`src/rtl/m3hs_pkg.sv`:
```
// shared constants, widths, types and tables of the masked 3x3 height smoother
// depends on nothing; imported by every module under rtl
package m3hs_pkg;

    // sample format
    localparam int HEIGHT_BITS = 24;
    localparam int NB_COUNT    = 8;

    // derived datapath widths
    localparam int DIFF_W = HEIGHT_BITS + 1;   // neighbor minus center
    localparam int SUM_W  = HEIGHT_BITS + 5;   // weighted sum of differences
    localparam int MAG_W  = HEIGHT_BITS + 4;   // magnitude of the weighted sum
    localparam int WGT_W  = 5;                 // total tap weight, 1..16
    localparam int RES_W  = MAG_W + 2;         // center plus signed correction

    // blend factor, unsigned q1.10
    localparam int                BLEND_BITS  = 11;
    localparam int                BLEND_SHIFT = 10;
    localparam logic [BLEND_BITS-1:0] BLEND_ONE = BLEND_BITS'(1 << BLEND_SHIFT);
    localparam int PROD_W = MAG_W + BLEND_BITS;
    localparam int M_W    = PROD_W + 1;

    // reciprocal of the tap weight, scaled by 2^MAG_W
    localparam int    RECIP_W   = MAG_W + 1;
    localparam longint RECIP_ONE = 64'sd1 <<< MAG_W;
    localparam logic [RECIP_W-1:0] RECIP_TAB [0:15] = '{
        RECIP_W'(RECIP_ONE / 1),  RECIP_W'(RECIP_ONE / 2),
        RECIP_W'(RECIP_ONE / 3),  RECIP_W'(RECIP_ONE / 4),
        RECIP_W'(RECIP_ONE / 5),  RECIP_W'(RECIP_ONE / 6),
        RECIP_W'(RECIP_ONE / 7),  RECIP_W'(RECIP_ONE / 8),
        RECIP_W'(RECIP_ONE / 9),  RECIP_W'(RECIP_ONE / 10),
        RECIP_W'(RECIP_ONE / 11), RECIP_W'(RECIP_ONE / 12),
        RECIP_W'(RECIP_ONE / 13), RECIP_W'(RECIP_ONE / 14),
        RECIP_W'(RECIP_ONE / 15), RECIP_W'(RECIP_ONE / 16)
    };

    // saturation bounds in the wide result format
    localparam logic signed [RES_W-1:0] HMAX = RES_W'((64'sd1 <<< (HEIGHT_BITS - 1)) - 1);
    localparam logic signed [RES_W-1:0] HMIN = RES_W'(-(64'sd1 <<< (HEIGHT_BITS - 1)));

    // configuration register indexes and mode codes
    localparam logic REG_MODE   = 1'b0;
    localparam logic REG_BLEND  = 1'b1;
    localparam logic MODE_EQUAL = 1'b0;
    localparam logic MODE_GAUSS = 1'b1;

    localparam logic [WGT_W-1:0] CENTER_WGT_EQUAL = WGT_W'(1);
    localparam logic [WGT_W-1:0] CENTER_WGT_GAUSS = WGT_W'(4);

    // control of the two divider stages
    typedef struct packed {
        logic en_mul;   // load enable of the reciprocal multiply stage
        logic en_fix;   // load enable of the correction stage
        logic vld_in;   // beat present at the divider input
        logic vld_mul;  // beat held in the reciprocal multiply stage
    } t_div_ctl;

    // 1-2-1 kernel weight of neighbor nw,n,ne,w,e,sw,s,se
    function automatic logic [1:0] gauss_weight(input logic [2:0] idx);
        logic [1:0] w;
        case (idx)
            3'd1, 3'd3, 3'd4, 3'd6: w = 2'd2;
            default:                w = 2'd1;
        endcase
        return w;
    endfunction

endpackage

```
`src/rtl/masked_3x3_height_smoother.sv`:
```
// top level of the masked 3x3 height smoother: eight-stage beat pipeline
// uses m3hs_pkg and m3hs_div
//
//  channel   | direction | handshake          | payload
//  ----------+-----------+--------------------+---------------------------------------------
//  window    | in        | i_valid / o_stall  | center, eight neighbors, masks
//  result    | out       | o_valid / i_stall  | o_smoothed_height, o_result_valid
//  config    | in        | i_cfg_we           | i_cfg_idx, i_cfg_wdata
//
// one beat enters per clock while o_stall is low
// the eight register stages are: weighted differences, two adder levels,
// blend multiply, rounding offset, reciprocal multiply, correction, final add
// a stall holds the output register; bubbles inside the pipe still close up,
// so o_stall rises only when all eight stages hold a beat
// synchronous active-low reset empties the pipe, mode 0 and full blend
module masked_3x3_height_smoother (
    input  logic                                  i_clk,
    input  logic                                  i_rst_n,
    // configuration
    input  logic                                  i_cfg_we,
    input  logic                                  i_cfg_idx,
    input  logic [m3hs_pkg::BLEND_BITS-1:0]       i_cfg_wdata,
    // window channel
    input  logic                                  i_valid,
    output logic                                  o_stall,
    input  logic signed [m3hs_pkg::HEIGHT_BITS-1:0] i_center_height,
    input  logic signed [m3hs_pkg::HEIGHT_BITS-1:0] i_nw_height,
    input  logic signed [m3hs_pkg::HEIGHT_BITS-1:0] i_n_height,
    input  logic signed [m3hs_pkg::HEIGHT_BITS-1:0] i_ne_height,
    input  logic signed [m3hs_pkg::HEIGHT_BITS-1:0] i_w_height,
    input  logic signed [m3hs_pkg::HEIGHT_BITS-1:0] i_e_height,
    input  logic signed [m3hs_pkg::HEIGHT_BITS-1:0] i_sw_height,
    input  logic signed [m3hs_pkg::HEIGHT_BITS-1:0] i_s_height,
    input  logic signed [m3hs_pkg::HEIGHT_BITS-1:0] i_se_height,
    input  logic [7:0]                            i_neighbour_valid,
    input  logic                                  i_center_valid,
    // result channel
    output logic                                  o_valid,
    input  logic                                  i_stall,
    output logic signed [m3hs_pkg::HEIGHT_BITS-1:0] o_smoothed_height,
    output logic                                  o_result_valid
);
    import m3hs_pkg::*;

    localparam int NS = 8;

    // configuration registers
    logic                  r_mode;
    logic [BLEND_BITS-1:0] r_blend;

    always_ff @(posedge i_clk) begin
        if (!i_rst_n) begin
            r_mode  <= MODE_EQUAL;
            r_blend <= BLEND_ONE;
        end else if (i_cfg_we) begin
            case (i_cfg_idx)
                REG_MODE:  r_mode  <= i_cfg_wdata[0];
                REG_BLEND: r_blend <= i_cfg_wdata;
                default: ;
            endcase
        end
    end

    // stage occupancy and load enables; a stage loads when empty or draining
    logic [NS:1] r_vld;
    logic [NS:1] en;

    always_comb begin
        en[NS] = !r_vld[NS] || !i_stall;
        for (int k = NS - 1; k >= 1; k--) begin
            en[k] = !r_vld[k] || en[k+1];
        end
    end

    assign o_stall = !en[1];

    always_ff @(posedge i_clk) begin
        if (!i_rst_n) begin
            r_vld <= '0;
        end else begin
            if (en[1]) begin
                r_vld[1] <= i_valid;
            end
            for (int k = 2; k <= NS; k++) begin
                if (en[k]) begin
                    r_vld[k] <= r_vld[k-1];
                end
            end
        end
    end

    // ---------------- stage 1: masked, weighted differences to the center
    logic signed [HEIGHT_BITS-1:0] s1_nb   [NB_COUNT];
    logic signed [DIFF_W-1:0]      s1_diff [NB_COUNT];
    logic signed [SUM_W-1:0]       s1_wd   [NB_COUNT];
    logic [WGT_W-1:0]              s1_w;
    logic [BLEND_BITS-1:0]         s1_a;

    logic signed [SUM_W-1:0]       r1_wd   [NB_COUNT];
    logic [WGT_W-1:0]              r1_w;
    logic [BLEND_BITS-1:0]         r1_a;
    logic signed [HEIGHT_BITS-1:0] r1_h;
    logic                          r1_cv;

    assign s1_nb[0] = i_nw_height;
    assign s1_nb[1] = i_n_height;
    assign s1_nb[2] = i_ne_height;
    assign s1_nb[3] = i_w_height;
    assign s1_nb[4] = i_e_height;
    assign s1_nb[5] = i_sw_height;
    assign s1_nb[6] = i_s_height;
    assign s1_nb[7] = i_se_height;

    // sum of weights times (neighbor - center) equals the weighted sum minus center times weight
    always_comb begin
        s1_w = (r_mode == MODE_GAUSS) ? CENTER_WGT_GAUSS : CENTER_WGT_EQUAL;
        for (int i = 0; i < NB_COUNT; i++) begin
            s1_diff[i] = DIFF_W'(s1_nb[i]) - DIFF_W'(i_center_height);
            if (!i_neighbour_valid[i]) begin
                s1_wd[i] = '0;
            end else if (r_mode == MODE_GAUSS && gauss_weight(3'(i)) == 2'd2) begin
                s1_wd[i] = SUM_W'(s1_diff[i]) <<< 1;
            end else begin
                s1_wd[i] = SUM_W'(s1_diff[i]);
            end
            if (i_neighbour_valid[i]) begin
                s1_w = s1_w + ((r_mode == MODE_GAUSS) ? WGT_W'(gauss_weight(3'(i)))
                                                      : WGT_W'(1));
            end
        end
        // blend amounts above one act as full smoothing
        s1_a = (r_blend > BLEND_ONE) ? BLEND_ONE : r_blend;
    end

    always_ff @(posedge i_clk) begin
        if (en[1]) begin
            r1_wd <= s1_wd;
            r1_w  <= s1_w;
            r1_a  <= s1_a;
            r1_h  <= i_center_height;
            r1_cv <= i_center_valid;
        end
    end

    // ---------------- stage 2: two partial sums of four
    logic signed [SUM_W-1:0]       r2_p0;
    logic signed [SUM_W-1:0]       r2_p1;
    logic [WGT_W-1:0]              r2_w;
    logic [BLEND_BITS-1:0]         r2_a;
    logic signed [HEIGHT_BITS-1:0] r2_h;
    logic                          r2_cv;

    always_ff @(posedge i_clk) begin
        if (en[2]) begin
            r2_p0 <= (r1_wd[0] + r1_wd[1]) + (r1_wd[2] + r1_wd[3]);
            r2_p1 <= (r1_wd[4] + r1_wd[5]) + (r1_wd[6] + r1_wd[7]);
            r2_w  <= r1_w;
            r2_a  <= r1_a;
            r2_h  <= r1_h;
            r2_cv <= r1_cv;
        end
    end

    // ---------------- stage 3: total deviation
    logic signed [SUM_W-1:0]       r3_d;
    logic [WGT_W-1:0]              r3_w;
    logic [BLEND_BITS-1:0]         r3_a;
    logic signed [HEIGHT_BITS-1:0] r3_h;
    logic                          r3_cv;

    always_ff @(posedge i_clk) begin
        if (en[3]) begin
            r3_d  <= r2_p0 + r2_p1;
            r3_w  <= r2_w;
            r3_a  <= r2_a;
            r3_h  <= r2_h;
            r3_cv <= r2_cv;
        end
    end

    // ---------------- stage 4: magnitude times blend amount
    logic signed [SUM_W-1:0]       s4_neg_d;
    logic [MAG_W-1:0]              s4_mag;
    logic [PROD_W-1:0]             r4_prod;
    logic                          r4_neg;
    logic [WGT_W-1:0]              r4_w;
    logic signed [HEIGHT_BITS-1:0] r4_h;
    logic                          r4_cv;

    always_comb begin
        s4_neg_d = -r3_d;
        s4_mag   = r3_d[SUM_W-1] ? s4_neg_d[MAG_W-1:0] : r3_d[MAG_W-1:0];
    end

    always_ff @(posedge i_clk) begin
        if (en[4]) begin
            r4_prod <= PROD_W'(s4_mag) * PROD_W'(r3_a);
            r4_neg  <= r3_d[SUM_W-1];
            r4_w    <= r3_w;
            r4_h    <= r3_h;
            r4_cv   <= r3_cv;
        end
    end

    // ---------------- stage 5: add half the divisor, drop the q1.10 scale
    logic [M_W-1:0]                s5_m;
    logic [MAG_W-1:0]              r5_mq;
    logic                          r5_neg;
    logic [WGT_W-1:0]              r5_w;
    logic signed [HEIGHT_BITS-1:0] r5_h;
    logic                          r5_cv;

    // floor((m) / (w * 1024)) equals floor(floor(m / 1024) / w)
    always_comb begin
        s5_m = M_W'(r4_prod) + (M_W'(r4_w) << (BLEND_SHIFT - 1));
    end

    always_ff @(posedge i_clk) begin
        if (en[5]) begin
            r5_mq  <= s5_m[MAG_W+BLEND_SHIFT-1:BLEND_SHIFT];
            r5_neg <= r4_neg;
            r5_w   <= r4_w;
            r5_h   <= r4_h;
            r5_cv  <= r4_cv;
        end
    end

    // ---------------- stages 6 and 7: divide by the tap weight
    t_div_ctl                      div_ctl;
    logic [MAG_W-1:0]              div_q;
    logic                          r6_neg;
    logic signed [HEIGHT_BITS-1:0] r6_h;
    logic                          r6_cv;
    logic                          r7_neg;
    logic signed [HEIGHT_BITS-1:0] r7_h;
    logic                          r7_cv;

    assign div_ctl.en_mul  = en[6];
    assign div_ctl.en_fix  = en[7];
    assign div_ctl.vld_in  = r_vld[5];
    assign div_ctl.vld_mul = r_vld[6];

    m3hs_div u_div (
        .i_clk   (i_clk),
        .i_rst_n (i_rst_n),
        .i_ctl   (div_ctl),
        .i_mq    (r5_mq),
        .i_w     (r5_w),
        .o_q     (div_q)
    );

    always_ff @(posedge i_clk) begin
        if (en[6]) begin
            r6_neg <= r5_neg;
            r6_h   <= r5_h;
            r6_cv  <= r5_cv;
        end
        if (en[7]) begin
            r7_neg <= r6_neg;
            r7_h   <= r6_h;
            r7_cv  <= r6_cv;
        end
    end

    // ---------------- stage 8: apply the correction, saturate, output register
    logic signed [RES_W-1:0]       s8_qpos;
    logic signed [RES_W-1:0]       s8_qs;
    logic signed [RES_W-1:0]       s8_r;
    logic signed [HEIGHT_BITS-1:0] n_height;
    logic signed [HEIGHT_BITS-1:0] r_height;
    logic                          r_res_vld;

    always_comb begin
        s8_qpos = RES_W'(div_q);
        s8_qs   = r7_neg ? -s8_qpos : s8_qpos;
        s8_r    = RES_W'(r7_h) + s8_qs;
        if (!r7_cv) begin
            // invalid center passes through untouched
            n_height = r7_h;
        end else if (s8_r > HMAX) begin
            n_height = HMAX[HEIGHT_BITS-1:0];
        end else if (s8_r < HMIN) begin
            n_height = HMIN[HEIGHT_BITS-1:0];
        end else begin
            n_height = s8_r[HEIGHT_BITS-1:0];
        end
    end

    always_ff @(posedge i_clk) begin
        if (en[8]) begin
            r_height  <= n_height;
            r_res_vld <= r7_cv;
        end
    end

    assign o_valid           = r_vld[NS];
    assign o_smoothed_height = r_height;
    assign o_result_valid    = r_res_vld;

    a_full_on_stall: assert property (@(posedge i_clk) disable iff (!i_rst_n)
        o_stall |-> (&r_vld))
        else $error("input stalled while a pipeline stage is empty");

    a_weight_range: assert property (@(posedge i_clk) disable iff (!i_rst_n)
        r_vld[1] |-> (r1_w >= CENTER_WGT_EQUAL && r1_w <= WGT_W'(16)
                      && (r_mode != MODE_GAUSS || r1_w >= CENTER_WGT_GAUSS)))
        else $error("tap weight total out of range");

    a_blend_clamped: assert property (@(posedge i_clk) disable iff (!i_rst_n)
        r_vld[1] |-> (r1_a <= BLEND_ONE))
        else $error("blend amount not clamped to one");

endmodule

```
`src/rtl/m3hs_div.sv`:
```
// two-stage exact floor division of a rounded magnitude by the tap weight
// reciprocal multiply then one correction step; depends on m3hs_pkg
module m3hs_div (
    input  logic                          i_clk,
    input  logic                          i_rst_n,
    input  m3hs_pkg::t_div_ctl            i_ctl,
    input  logic [m3hs_pkg::MAG_W-1:0]    i_mq,
    input  logic [m3hs_pkg::WGT_W-1:0]    i_w,
    output logic [m3hs_pkg::MAG_W-1:0]    o_q
);
    import m3hs_pkg::*;

    logic [MAG_W+RECIP_W-1:0] s_prod;
    logic [MAG_W-1:0]         r_q0;
    logic [MAG_W-1:0]         r_mq;
    logic [WGT_W-1:0]         r_w;
    logic [MAG_W-1:0]         s_rem;
    logic [MAG_W-1:0]         r_q;
    logic [MAG_W-1:0]         n_q;

    // estimate is either the quotient or one below
    always_comb begin
        s_prod = (MAG_W+RECIP_W)'(i_mq) * (MAG_W+RECIP_W)'(RECIP_TAB[4'(i_w - WGT_W'(1))]);
    end

    always_ff @(posedge i_clk) begin
        if (i_ctl.en_mul) begin
            r_q0 <= s_prod[2*MAG_W-1:MAG_W];
            r_mq <= i_mq;
            r_w  <= i_w;
        end
    end

    always_comb begin
        s_rem = r_mq - MAG_W'(r_q0 * MAG_W'(r_w));
        n_q   = (s_rem >= MAG_W'(r_w)) ? r_q0 + MAG_W'(1) : r_q0;
    end

    always_ff @(posedge i_clk) begin
        if (i_ctl.en_fix) begin
            r_q <= n_q;
        end
    end

    assign o_q = r_q;

    a_w_nonzero: assert property (@(posedge i_clk) disable iff (!i_rst_n)
        i_ctl.vld_in |-> (i_w != '0))
        else $error("divider fed a zero tap weight");

    a_est_low: assert property (@(posedge i_clk) disable iff (!i_rst_n)
        i_ctl.vld_mul |-> (r_q0 <= r_mq))
        else $error("reciprocal estimate above dividend");

    a_rem_bound: assert property (@(posedge i_clk) disable iff (!i_rst_n)
        i_ctl.vld_mul |-> ({1'b0, s_rem} < ({1'b0, MAG_W'(r_w)} << 1)))
        else $error("reciprocal estimate off by more than one");

endmodule

```
`config.mk`:
```
export PLATFORM = sky130hd
export DESIGN_NAME = masked_3x3_height_smoother
export DESIGN_NICKNAME = d
export VERILOG_FILES = /design/src/rtl/m3hs_pkg.sv /design/src/rtl/masked_3x3_height_smoother.sv /design/src/rtl/m3hs_div.sv
export SDC_FILE = /design/constraint.sdc
export NUM_CORES = 2
export LEC_CHECK = 0
export BUFFER_PORTS_ARGS = -buffer_cell sky130_fd_sc_hd__buf_2
export CAP_MARGIN = 20
export CORE_ASPECT_RATIO = 0.7
export CORE_MARGIN = 1
export CORE_UTILIZATION = 25
export CTS_CLUSTER_DIAMETER = 50
export DETAILED_ROUTE_END_ITERATION = 12
export PLACE_DENSITY = 0.48
export SLEW_MARGIN = 20
export SYNTH_ARGS = -nofsm -noshare
export SYNTH_HDL_FRONTEND = slang
export SYNTH_SLANG_ARGS = --single-unit
export TNS_END_PERCENT = 5
```
`constraint.sdc`:
```
create_clock -name i_clk -period 16.53 [get_ports i_clk]
set_input_delay 4.959 -clock i_clk [delete_from_list [all_inputs] [get_ports i_clk]]
set_output_delay 4.959 -clock i_clk [all_outputs]
set_load 0.005 [all_outputs]
```
# Word-level counts from Yosys, hierarchy flattened
# Memory sizes are Yosys's and may differ from the RTL's.
# Index checks and enable logic that the tools add are counted.
# op_classes
n_addsub	30
mul	3
magnitude_cmp	5
n_eq_ne	8
n_mux	41
bitwise_logic	10
n_reduce_logical	36
# op_table
cell	n
two-way mux 25 bit	8
subtractor 24 x 24 -> 25 bit	8
adder 26 x 26 -> 27 bit	4
adder 29 bit	3
two-way mux 24 bit	3
two-way mux 29 bit	2
multiplier 28 x 29 -> 56 bit	1
two-way mux 28 bit	2
adder 38 x 14 -> 38 bit	1
multiplier 28 x 11 -> 38 bit	1
adder 5 x 2 -> 5 bit	7
two-way mux 5 bit	7
two-way mux 2 bit	16
adder 24 x 30 -> 30 bit	1
> comparator 30 x 24 -> 1 bit (second input constant)	1
less-than comparator 30 x 24 -> 1 bit (second input constant)	1
two-way mux 30 bit	1
negator 28 -> 30 bit	1
adder 28 x 1 -> 28 bit (second input constant)	1
greater-or-equal comparator 28 x 5 -> 1 bit	1
multiplier 28 x 5 -> 28 bit	1
negator 28 bit	1
subtractor 28 bit	1
equality test 2 bit (second input constant)	8
13 further kinds	52
# totals
regBits	732
mem_bits_ro	464
inputBits	242
out_inout_bits	27
mem_count	1
# memory_table
memory	words	width	read_ports	rd_clocked_by_memory_dff	write_ports	line_no	source
(name not given)	16	29	1	0	0	m3hs_div.sv:23	s_prod = (MAG_W+RECIP_W)'(i_mq) * (MAG_W+RECIP_W)'(RECIP_TAB[4'(i_w - WGT_W'(1))]);

# Depth between registers and ports, before layout
# depth
depth_word	18
ltp_mapped	39

# By module
# From an unflattened synthesis, not the netlist that was laid out.
# unflattened
cells_unflattened	8513
hier_area_um2	83840.4
# modules_own_cells
module	n_inst	cells_per_inst	area_each_um2	seq_area_each_um2
masked_3x3_height_smoother	1	5000	50963.9	18718.0
m3hs_div	1	3513	32876.5	2672.6

# Worst setup path after synthesis
# No wires, ideal clock.
# synth_timing
kind	input port to output port
start	input i_stall
end	output o_stall
t_arrival_ns	11.329
required_time_ns	11.571
slack_ns	0.242
stages	6
n_path_buf	0
path_cell_list	and3_1 and3_1 and3_1 and2_1 nand2_1 inv_1
# synth_between
elab_chain_cells	10
# synth_lines
item	line_no	source
from (decl)	masked_3x3_height_smoother.sv:39	input logic i_stall,
zero test 1 bit	masked_3x3_height_smoother.sv:69	en[NS] = !r_vld[NS] || !i_stall;
logical OR 1 bit	masked_3x3_height_smoother.sv:69	
logical OR 1 bit (7 in series)	masked_3x3_height_smoother.sv:71	en[k] = !r_vld[k] || en[k+1];
zero test 1 bit	masked_3x3_height_smoother.sv:75	assign o_stall = !en[1];
to (decl)	masked_3x3_height_smoother.sv:25	output logic o_stall,
# Every way passes these cells.

# Final worst setup path
# Ends and elaborated chain as after synthesis.

==> flow_metrics.py <==
metrics = {
    "outcome": {
        "outcome": "completed",
    },
    "timing": {
        "worst-slew-pin-transition_ns": 1.31,
        "finalCritPeriodShare": 0.719,
        "rsz_0062_raised_after_global_routing": "no",
        "worst_slack_ns": 4.64,
        "fin_skew_ns": 0.0583,
        "worst_slew_margin_rel": 0.124,
        "setup_violations": 0,
        "max_freq_mhz": 84.1,
        "fin_crit_ns": 11.89,
        "tns_ns": 0,
        "hold_viol": 0,
        "finalMaxSlewViolations": 0,
    },
    "setup_path": {
        "critPathMaxStageDelay_ns": 0.42,
        "critical_path.max_fanout": 53,
        "worst-endpoint-arrival_ns": 6.93,
        "timing.critical_path.from_type": "primary input",
        "crit_path_cell_trace": "buf_2 -> and3_1 -> and3_1 -> and3_1 -> and2_1 -> nand2_4 -> inv_1 -> buf_2",
        "worstPathRequired_ns": 11.57,
        "worst_setup_path_end_kind": "primary output",
        "worst-r2r-cell-count": 38,
        "worst_path_most_repeated_cell": "and3_1",
        "setup.worst_path.class": "in -> out",
        "critical-path-slowest-cell": "nand2_4",
    },
    "global_routing": {
        "grt_start_max_net_pins": 78,
        "antenna_violations_before_repair": 15,
        "wire_length_of_the_first_global_routing_pass_um": 394000,
        "globalRoute.totalOverflow": 0,
        "track_usage": 0.156,
        "via_count_of_the_first_global_routing_pass": 62294,
    },
    "yosys": {
        "ys.warnings.count": 0,
        "synth_seq_cells": 719,
        "synth_area_um2": 82400,
        "ys_dominant_reg_cell": "edfxtp_1",
        "synthesis.instances": 8322,
        "synth-edff-count": 699,
        "portion_of_the_post_synthesis_area_used_by_sequential_elements": 0.260,
        "synth.avg_cell_area_um2": 9.90,
        "postSynth.asyncResetShare": 0,
        "synth_cell_type_count": 90,
        "synthesis.nets": 10353,
    },
    "floorplan": {
        "initial_core_util": 0.252,
        "core-area_um2": 326000,
        "design.die.area_um2": 332000,
        "floorplan.die.width_um": 688,
        "dieHeight_um": 482,
        "i_o_pins": 269,
        "num_rows": 175,
    },
    "finish": {
        "num-nets-final": 10554,
        "final-seq-area_um2": 21400,
        "final_layout_size_suffix_gt1_frac": 0.0713,
        "filler_cell_count": 34280,
        "layout_common_cells": "1272 x inv_1, 1044 x fa_1, 956 x nand2_1",
        "syn2layout_area_growth_pct": 11.9,
        "layout.cells.most_common": "inv_1",
        "multi_input_comb_area_um2": 55300,
    },
    "routing": {
        "via_per_inst": 4.66,
        "route.antenna.remaining_nets": 0,
        "drt_pre_antenna_iters": 6,
        "first_iter_violations": 4389,
        "routed_wire_length_per_instance_um": 20.3,
        "remaining_drc_errors": 0,
        "routed_wire_length_um": 262000,
        "total_via_count_in_the_routed_design": 60261,
    },
    "clock_network": {
        "clk_latency_ns": 0.70,
        "cts_root_buf": "clkbuf_16",
        "cts.sinks": 719,
        "cts_hold_repair.buffers": 0,
        "tritoncts": "done",
        "clk_pin_slew_worst_paths_ns": 0.07,
        "cts_max_path_buffers": 3,
        "count_of_cells_resized_by_post_cts_repair": 0,
        "tritoncts.num_buffers": 83,
        "post_cts_setup_buffer_count": 0,
        "cts_max_level": 3,
    },
    "placed_design": {
        "quantity_of_i_o_buffers_inserted_on_ports": 268,
        "final_estimated_routing_congestion_in_global_placement": 0.898,
        "place_worst_setup_slack_ns": 4.63,
        "detailed_place_hpwl_um": 210000,
    },
    "job": {
        "maxCapViolations": 0,
    },
    "worst_hold_path": {
        "min_path_cells": 0,
        "min-delay-path-class": "reg -> reg",
    },
}
[synthesized netlist by cell type, drive strengths merged, types with 15 or more instances]
library cell / count / share of area
o22ai: 20 / 0.0015
and3: 111 / 0.0084
buf: 30 / 0.0016
a31oi: 47 / 0.0037
a21oi: 311 / 0.019
or3: 54 / 0.0041
nand2b: 60 / 0.0046
a21o: 137 / 0.012
nor2: 401 / 0.018
and2: 404 / 0.031
fa: 1044 / 0.25
o21a: 73 / 0.0067
o22a: 24 / 0.0026
nor3b: 26 / 0.0024
o41ai: 18 / 0.0019
o21bai: 36 / 0.0033
or2: 23 / 0.0017
a211oi: 34 / 0.0032
nand3: 143 / 0.0087
xor2: 124 / 0.013
clkbuf: 242 / 0.011
nor2b: 132 / 0.010
o31ai: 23 / 0.0023
nand2: 962 / 0.044
nor3: 140 / 0.0086
ha: 745 / 0.11
nand4: 38 / 0.0029
xnor2: 375 / 0.040
mux2i: 62 / 0.0075
nor4: 15 / 0.0013
edfxtp: 699 / 0.25
o211ai: 18 / 0.0016
inv: 1277 / 0.058
o21ai: 214 / 0.013
dfxtp: 20 / 0.0049
a21boi: 56 / 0.0051
[routing by layer]
metal	GRT usage	wire length, um	vias up
li1	-	-	27807
met1	0.241	131000	30121
met2	0.226	105000	2090
met3	0.0308	21100	243
met4	0.0277	5070	0
met5	0	0	-
[state kept, by name (all words and copies together) (netlist names), 28 cells and up]
register,cells
r1_wd,204
r2_p0,29
r4_prod,29
u_div.o_q,28
u_div.r_q0,28
r2_p1,29
r3_d,29
r5_mq,28
u_div.r_mq,28
[metrics by stage]
| stage | cell area (um2) | cells | hold WS (ns) | utilization |
|---|---|---|---|---|
| 3_3_place_gp | 89100 | 12768 | 0.404 | 0.273 |
| 3_5_place_dp | 89200 | 12773 | 0.405 | 0.273 |
| 4_1_cts | 92100 | 12927 | 0.408 | 0.282 |
| 2_1_floorplan | 82400 | 8322 | 0.400 | - |
| 6_report | 92200 | 12930 | 0.416 | 0.283 |
| 5_1_grt | 92200 | 12929 | 0.423 | 0.283 |
[final cells by class]
type                    instances  area share
multi-input cells            6052       0.600
flip-flops and latches        719       0.232
well taps                    4336      0.0588
inverters                    1279      0.0521
repair buffers                388      0.0249
clock buffers                  97      0.0235
clock inverters                57     0.00858
diodes                          2   0.0000543
[worst paths after layout]
| kind | from | end | slack [ns] |
|---|---|---|---|
| max reg2reg | r5_w[0] | u_div.r_q0[27] | 5.21 |
| min | r5_h[21] | r6_h[21] | 0.42 |
| min reg2reg | r5_h[21] | r6_h[21] | 0.42 |
| max | i_stall | o_stall | 4.64 |
[critical path: cells and delay by family]
| family | cells | cell delay [ns] |
|---|---|---|
| and+or+nand+nor | 5 | 1.53 |
| buffers and inverters | 3 | 0.42 |
[cell families (layout without fill, tap and decap cells)]
kind of cell,after synthesis,in the layout,synth area share
AO/OA/AOI/OAI,1141,1141,0.0909
XOR/XNOR,499,499,0.0531
adder cells (fa/ha/maj),1789,1789,0.367
buffers and inverters,1551,1821,0.0709
flip-flops,719,719,0.260
multiplexers,67,67,0.00822
other,0,2,0
AND/OR/NAND/NOR,2556,2556,0.150
Power is not shown: default switching activity piles up to over one toggle a cycle in this logic, so the estimate is an artifact.
